==> src/design/mfde_pkg.sv <==
// ----------------------------------------------------------------------------
// mfde_pkg
// Shared types and constants for the monochrome frame buffer draw engine.
// ----------------------------------------------------------------------------
package mfde_pkg;

  localparam int SCREEN_WIDTH_DEF  = 128;
  localparam int SCREEN_HEIGHT_DEF = 64;
  localparam int WORD_W            = 64;
  localparam int COORD_W           = 12;
  localparam int XR_W              = 11;  // holds a clipped column up to 2047
  localparam int QUEUE_DEPTH       = 2;

  // Input command codes.
  typedef enum logic [2:0] {
    KIND_CLEAR = 3'd0,
    KIND_PIXEL = 3'd1,
    KIND_LINE  = 3'd2,
    KIND_RECT  = 3'd3,
    KIND_READ  = 3'd4
  } kind_t;

  // Work classes handed from the front to the back.
  typedef enum logic [2:0] {
    OP_NONE,
    OP_CLEAR,
    OP_LINE,
    OP_RECT,
    OP_READ
  } op_t;

  // One queued, classified command.
  typedef struct packed {
    op_t                       op;
    logic                      ink;
    logic signed [COORD_W-1:0] xa;
    logic signed [COORD_W-1:0] ya;
    logic signed [COORD_W-1:0] xb;
    logic signed [COORD_W-1:0] yb;
    logic                      sx_neg;
    logic                      sy_neg;
    logic [COORD_W:0]          dx;
    logic [COORD_W:0]          dy;
    logic signed [COORD_W+1:0] err;
    logic [XR_W-1:0]           rx0;
    logic [XR_W-1:0]           rx1;
    logic [WORD_W-1:0]         mask;
    logic [WORD_W-1:0]         inner;
    logic [6:0]                col;
  } cmd_t;

  // Back-end status seen by the top level.
  typedef struct packed {
    logic busy;
    logic wr_en;
  } back_stat_t;

  typedef enum logic [2:0] {
    B_IDLE,
    B_LINE_RD,
    B_LINE_WR,
    B_RECT_RD,
    B_RECT_WR,
    B_READ_RD,
    B_READ_WAIT,
    B_DONE
  } back_state_t;

endpackage

==> src/design/mfde_queue.sv <==
// ----------------------------------------------------------------------------
// mfde_queue
// Short first-in first-out queue of classified commands between the front
// and the back.
// ----------------------------------------------------------------------------
module mfde_queue import mfde_pkg::*; #(
  parameter int DEPTH = QUEUE_DEPTH
) (
  input  logic                       clk,
  input  logic                       rst_n,
  input  logic                       push,
  input  cmd_t                       push_data,
  input  logic                       pop,
  output logic                       q_valid,
  output logic                       q_full,
  output cmd_t                       q_head,
  output logic [$clog2(DEPTH+1)-1:0] q_count
);

  localparam int PW = (DEPTH > 1) ? $clog2(DEPTH) : 1;
  localparam int CNW = $clog2(DEPTH+1);

  cmd_t            store_r [DEPTH];
  logic [PW-1:0]   wp_r, rp_r;
  logic [CNW-1:0]  cnt_r;

  assign q_valid = (cnt_r != '0);
  assign q_full  = (cnt_r == CNW'(DEPTH));
  assign q_head  = store_r[rp_r];
  assign q_count = cnt_r;

  // Entry storage.
  always_ff @(posedge clk) begin
    if (push) begin
      store_r[wp_r] <= push_data;
    end
  end

  // Pointers and fill count.
  always_ff @(posedge clk) begin
    if (!rst_n) begin
      wp_r  <= '0;
      rp_r  <= '0;
      cnt_r <= '0;
    end else begin
      if (push) begin
        wp_r <= (wp_r == PW'(DEPTH-1)) ? '0 : wp_r + 1'b1;
      end
      if (pop) begin
        rp_r <= (rp_r == PW'(DEPTH-1)) ? '0 : rp_r + 1'b1;
      end
      if (push && !pop) begin
        cnt_r <= cnt_r + 1'b1;
      end else if (pop && !push) begin
        cnt_r <= cnt_r - 1'b1;
      end
    end
  end

endmodule

==> config.mk <==
export PLATFORM = sky130hd
export DESIGN_NAME = mfde_queue
export DESIGN_NICKNAME = d
export VERILOG_FILES = /design/src/design/mfde_pkg.sv /design/src/design/mfde_queue.sv
export SDC_FILE = /design/constraint.sdc
export NUM_CORES = 1
export LEC_CHECK = 0
export BUFFER_PORTS_ARGS = -buffer_cell sky130_fd_sc_hd__buf_2
export CAP_MARGIN = 5
export CORE_ASPECT_RATIO = 1.4
export CORE_MARGIN = 10
export CORE_UTILIZATION = 45
export CTS_CLUSTER_DIAMETER = 200
export DETAILED_ROUTE_END_ITERATION = 7
export HOLD_SLACK_MARGIN = 0.1
export PLACE_DENSITY = 0.83
export SKIP_CTS_REPAIR_TIMING = 1
export SLEW_MARGIN = 30
export SYNTH_ARGS = -nofsm -noshare
export SYNTH_HDL_FRONTEND = slang
export SYNTH_SLANG_ARGS = --single-unit
==> constraint.sdc <==
create_clock -name clk -period 11.8 [get_ports clk]
set_input_delay 0.59 -clock clk [delete_from_list [all_inputs] [get_ports clk]]
set_output_delay 0.59 -clock clk [all_outputs]
set_load 0.02 [all_outputs]
# Yosys cells after proc, flatten, opt, wreduce, memory -nomap -nowiden
# Memory sizes are Yosys's and may differ from the RTL's. A register that Yosys moved wholly into a read port is not among the register bits.
# Cells that the tools add are included.
# op_classes
addsub	4
n_eq_ne	1
reduce_logical	6
bitwise_logic	0
mux	8
n_div	0
shifts	0
mul	0
n_lt_le_gt_ge	0
# op_table
operator	n
$mux W1	6
$mux W2	2
$reduce_bool A2 Y1	2
$add A1 B1 Y1 const B	2
$add A2 B1 Y2 const B	1
$eq A2 B2 Y1 const B	1
$logic_and A1 B1 Y1	2
$logic_not A1 Y1	2
$sub A2 B1 Y2 const B	1
# totals
n_memories	1
word_cells	23
register_bits	4
latch_bits	0
mem_bits_rw	502
romBits	0
input_bits	255
out_inout_bits	255
# memory_table
name	depth	word_bits	rd	rd_ports_with_merged_regs	write_ports	line_no	text
store_r	2	251	1	1	1	mfde_queue.sv:23	cmd_t store_r [DEPTH];

# Depth between registers and ports, before layout
# Gate-level depths: netlist of the first run.
# depth
ltp_word	4
mapped_depth	5
ltp_nobuf	5

# Worst setup path after synthesis of the first run
# No wires, ideal clock.
# synth_timing
path_type	in2reg
start	input push
end	register wp_r
setup_ns	0.110
path_slack_ns	-0.566
arrival_time_ns	12.256
n_path_buf	0
path_stages	2
cell_sequence	nor2b_1 o21a_1
# synth_rtl
element	line_no	text
start, declared	mfde_queue.sv:11	input logic push,
end signal, assigned	mfde_queue.sv:47	wp_r <= (wp_r == PW'(DEPTH-1)) ? '0 : wp_r + 1'b1;
end, declared	mfde_queue.sv:24	logic [PW-1:0] wp_r, rp_r;

==> results of run 1 <==
[path summary, 6_finish.rpt]
path	startpoint	end	slack, ns	cells past startpoint
setup / recovery	flop	q_head[156]	8.40	5
hold / removal	push_data[230]	store_r[1][230]	0.22	1
setup reg to reg	wp_r	store_r[1][138]	8.69	3
hold reg to reg	q_count[1]	q_count[1]	0.57	2
[routing by layer]
metal  track usage  wire length [microns]  vias up
li1              -                      -     4315
met1         0.166                  14500     4722
met2         0.292                  23800      392
met3        0.0539                   3500       98
met4        0.0744                   1660       10
met5             0                     73        -
[flip-flops by register name (all words and copies together) (netlist names), named ones only]
name     flops
rp_r         1
store_r    502
q_count      2
wp_r         1
[power groups by stage]
| stage | registers, mW | clock network, mW | logic (mW) |
|---|---|---|---|
| after floorplan | 2.16 | 0 | 0.355 |
| after global placement | 2.15 | 0 | 0.522 |
| after detailed placement | 2.16 | 0 | 0.534 |
| after CTS | 2.12 | 1.43 | 0.537 |
| after global routing | 2.12 | 1.50 | 0.568 |
| final | 2.11 | 1.39 | 0.537 |
[worst max-delay path, stage by stage (launching register included)]
cell and delay [ns]:
dfxtp_4 0.60, buf_16 0.30, buf_4 0.45, buf_16 0.33, mux2_4 0.35, buf_2 0.17
[final cells by class]
class / count / share of cell area
sequential: 507 / 0.640
timing repair buffer: 522 / 0.116
clock buffer: 51 / 0.0502
inverter: 1 / 0.000158
multi-input combinational: 267 / 0.155
tap: 546 / 0.0288
clock inverter: 32 / 0.00897
antenna: 13 / 0.00137
[synthesized netlist by cell type]
cell	count
buf_2	6
or2_2	1
xor2_1	2
mux2_2	61
inv_1	1
or3_1	1
ha_1	1
and2_1	4
xnor2_1	1
nor2b_1	3
o21ai_0	1
edfxtp_1	502
dfxtp_1	5
mux2_4	190
a21boi_0	1
o21a_1	1
buf_6	22
[kinds of logic (layout without fill, tap and decap cells)]
| family | Yosys count | after routing | synth area share |
|---|---|---|---|
| AO/OA/AOI/OAI | 3 | 3 | 0.00105 |
| adder cells (fa/ha/maj) | 1 | 1 | 0.000655 |
| multiplexers | 251 | 251 | 0.185 |
| flip-flops | 507 | 507 | 0.794 |
| XOR/XNOR | 3 | 3 | 0.00138 |
| buffers and inverters | 29 | 606 | 0.0147 |
| other | 0 | 13 | 0 |
| AND/OR/NAND/NOR | 9 | 9 | 0.00295 |
==> results by group, run 1 <==
Timing
  • RSZ-0062 raised after global routing: false
  • Setup WS post-layout: 8.40 ns
  • Worst Skew: 0.0131 ns
  • # setup viols final: 0
  • Final Hold Vio Count: 0
  • Achievable Freq: 294 MHz
  • Max_slew headroom: 0.369
  • Least-Margin Pin Slew: 0.947 ns
  • Tmin final: 3.40 ns
  • Fin crit share: 0.288
  • Total negative setup slack: 0 ns
  • Worst hold slack: 0.220 ns
  • Max-slew violation count: 0

Pwr
  • Internal: 3.09 mW
  • Seq pwr share: 0.523
  • VDD IR max: 0.000156 V
  • Clock power share: 0.344
  • Switching Power: 0.953 mW
  • Net Sw Frac: 0.236
  • Power Total: 4.04 mW
  • Pleak: 9.27 nW
  • Combinational power share: 0.133
  • Cell Pwr Density: 170 nW/um^2

Place
  • Dpl cells: 1841
  • DP Wirelength: 31500 microns
  • RD Place Congestion: 0.777
  • IO buf count: 509
  • Placed Area: 22200 sq um
  • Dpl ws: 8.34 ns

Finish
  • Final Cell Area: 23700 sq um
  • Final nets: 1600
  • Area of the multi-input gates: 3660 sq um
  • Most frequent cells in the layout: buf_2, edfxtp_1, mux2_4
  • Sequential cell area: 15200 sq um
  • Leading cell type in the layout, fill and taps excluded: buf_2
  • Ratio of cells with drive above 1 in the final layout: 0.612
  • Area Growth Syn to Fin: 24.1%
  • Final core utilization: 0.563
  • Filler cells: 3137
  • Cell Count, Final, Fillers Out: 1939

Logic synthesis
  • Share of the synthesized area in the top cell type: 0.789
  • Seq/Total Area, Yosys: 0.794
  • Synth cell types: 17
  • Avg Cell Area, Syn: 23.8 sq um
  • Yosys top cell by area: edfxtp_1
  • YS warnings: 0
  • Synth Register Bits: 507
  • Syn nets: 1059
  • Netlist Area Pre-Place: 19100 sq um
  • Synth top area cells: edfxtp_1, mux2_4, mux2_2, buf_6, dfxtp_1
  • Synth Instances: 803

CTS
  • Sink Count: 507
  • Clock buffer depth: 3
  • Skew-Pair Late Insertion Delay: 0.54 ns
  • CTS tree: done
  • Clk slew on worst S/H paths: 0.07 ns
  • Root Driver: clkbuf_16
  • Max H-tree Level: 2
  • Num CTS Buffers: 45

Routing
  • Initial drt markers: 505
  • Initial DRT Pass Iterations: 4
  • Average via count per standard cell: 4.92
  • Drt wl/cell: 22.5 microns
  • DRC: 0
  • Final WL: 43500 microns
  • Antenna-violating nets left: 0
  • Routed via count: 9537

Floorplanning
  • Die area: 51200 sq um
  • I/O pin cnt: 510
  • Core box area: 42100 sq um
  • # rows: 89
  • Chip Width: 194 microns
  • Starting Density: 0.454
  • Die Height: 264 microns

GRT
  • First-pass GRT wire length: 64200 microns
  • Initial antenna violation count: 17
  • GR Util All Layers: 0.162
  • Total gr overflow: 0
  • Pin count of the biggest net entering global routing: 135
  • Vias in the first global route: 10375

Job
  • Max-cap violations: 0

Hold path
  • Worst hold path type: in2reg

Critical path
  • Arrival time of the worst setup path: 2.81 ns
  • Crit path kind: reg2out
  • Crit. End Element: primary output
  • CP Max Fanout: 37
  • CP Data Required Time: 11.21 ns
  • Worst setup SP type: flop

Run status
  • Outcome: finished, final reports clean
No activity file was read; power rests on OpenSTA's default activity.
==> run 2: changes to the inputs <==
clock period = 2.7 ns   (was 11.8 ns; I/O delays follow)
==> run 2 against run 1 <==
  * Combinational power rose to 5.2 times the previous value
  * Utilization rose by 7.0 points
  * Final area rose by 12%
  * Clock power rose to 4.7 times the previous value
  * Critical path type unchanged
  * Critical endpoint is now q_head[17]
  * Largest cell class unchanged
  * Largest power group unchanged
  * Highest routed layer unchanged
==> results by group, run 2 (synthesized netlist as in run 1, its figures left out) <==
Job
  • Max-cap violations: 0 (unchanged)

Critical path
  • Worst setup SP type: flop
  • Crit path kind: reg2out
  • Crit. End Element: primary output
  • Arrival time of the worst setup path: 2.22 ns (-0.59 ns)
  • Worst R2R Setup Slack: 0.99 ns (-7.70 ns)
  • CP Data Required Time: 2.57 ns (-8.64 ns)
  • CP Max Fanout: 25 (-32%)

CTS
  • Max H-tree Level: 2 (unchanged)
  • CTS tree: done
  • Clock buffer depth: 3 (unchanged)
  • Clk slew on worst S/H paths: 0.07 ns (about the same)
  • Num CTS Buffers: 46 (+2.2%)
  • Sink Count: 507 (unchanged)
  • Root Driver: clkbuf_16
  • Skew-Pair Late Insertion Delay: 0.55 ns (about the same)

Routing
  • Antenna-violating nets left: 0 (unchanged)
  • Routed via count: 10977 (+15%)
  • DRC: 0 (unchanged)
  • Average via count per standard cell: 4.96 (+0.76%)
  • Initial DRT Pass Iterations: 5 (+1)
  • Drt wl/cell: 23.7 microns (+5.7%)
  • Initial drt markers: 572 (+13%)
  • Final WL: 52600 microns (+21%)

Timing
  • Total negative setup slack: 0 ns (unchanged)
  • # setup viols final: 0 (unchanged)
  • Max-slew violation count: 0 (unchanged)
  • Tmin final: 2.36 ns
  • Fin crit share: 0.873
  • RSZ-0062 raised after global routing: false
  • Final Hold Vio Count: 0 (unchanged)
  • Worst hold slack: 0.310 ns (+0.0898 ns)
  • Max_slew headroom: 0.540 (+0.171)
  • Least-Margin Pin Slew: 0.689 ns (-0.258 ns)
  • Worst Skew: 0.0132 ns (+0.000161 ns)
  • Achievable Freq: 424 MHz

Floorplanning
  • I/O pin cnt: 510 (unchanged)
  • # rows: 89 (unchanged)
  • Chip Width: 194 microns (unchanged)
  • Die Height: 264 microns (unchanged)
  • Starting Density: 0.454 (unchanged)
  • Die area: 51200 sq um (unchanged)
  • Core box area: 42100 sq um (unchanged)

Finish
  • Final core utilization: 0.634 (+0.0704)
  • Leading cell type in the layout, fill and taps excluded: buf_2
  • Reg with most FFs: store_r
  • Area Growth Syn to Fin: 39.6%
  • Final nets: 1885 (+18%)
  • Area of the multi-input gates: 3660 sq um (unchanged)
  • Most frequent cells in the layout: buf_2, edfxtp_1, dlygate4sd3_1
  • Ratio of cells with drive above 1 in the final layout: 0.530 (-0.0816)
  • Cell Count, Final, Fillers Out: 2215 (+14%)
  • Sequential cell area: 15200 sq um (about the same)
  • Filler cells: 2754 (-12%)
  • Number of flip-flops in the largest register: 502 (unchanged)

GRT
  • Initial antenna violation count: 4 (-13)
  • Vias in the first global route: 10609 (+2.3%)
  • First-pass GRT wire length: 66300 microns (+3.3%)
  • GR Util All Layers: 0.170 (+0.00751)
  • Pin count of the biggest net entering global routing: 56 (-59%)
  • Total gr overflow: 0 (unchanged)

Hold path
  • Worst hold path type: in2reg

Place
  • RD Place Congestion: 0.854 (+9.9%)
  • Dpl cells: 1873 (+1.7%)
  • DP Wirelength: 33900 microns (+7.6%)
  • IO buf count: 509 (unchanged)

Pwr
  • Pleak: 10.6 nW (+14%)
  • VDD IR max: 0.000629 V (+300%)
  • Cell Pwr Density: 699 nW/um^2 (+310%)

Run status
  • Outcome: finished, final reports clean
-- run 2: critical path, cell delays in order (launching register included) --
cell and delay (ns):
dfxtp_4 0.56, buf_12 0.27, buf_4 0.25, mux2_2 0.37
buf_2 0.16
-- run 2: final timing paths --
kind,startpoint,to,cells past startpoint
min reg2reg,q_count[1],q_count[1],2
max,flop,q_head[17],4
max reg2reg,wp_r,store_r[0][107],2
min,push_data[4],store_r[1][4],2
-- run 2: through the flow --
step	cell area, sq um	power [mW]	setup slack [ns]
after global routing	26700	19.2	0.270
after global placement	22600	11.8	0.983
after detailed placement	22600	11.8	0.945
after floorplan	19100	10.9	-1.76
after CTS	24100	18.4	0.339
final	26700	18.6	0.343
-- run 2: power breakdown --
part	internal, mW	switching (mW)
logic	1.31	1.49
clock network	3.80	2.81
registers	9.10	0.139
total	14.2	4.43
-- run 2: layout make-up --
class | count | area share
diodes | 3 | 0.000281
clock buffers | 54 | 0.0467
clock inverters | 31 | 0.0112
inverters | 1 | 0.000141
multi-input cells | 267 | 0.137
flip-flops and latches | 507 | 0.569
well taps | 546 | 0.0256
repair buffers | 806 | 0.210
-- run 2: layer usage --
metal | track usage | up-vias | wire [microns]
met1 | 0.171 | 5491 | 18200
li1 | - | 4865 | -
met3 | 0.0503 | 113 | 3280
met2 | 0.309 | 506 | 29200
met4 | 0.0863 | 2 | 1900
met5 | 0 | - | 12
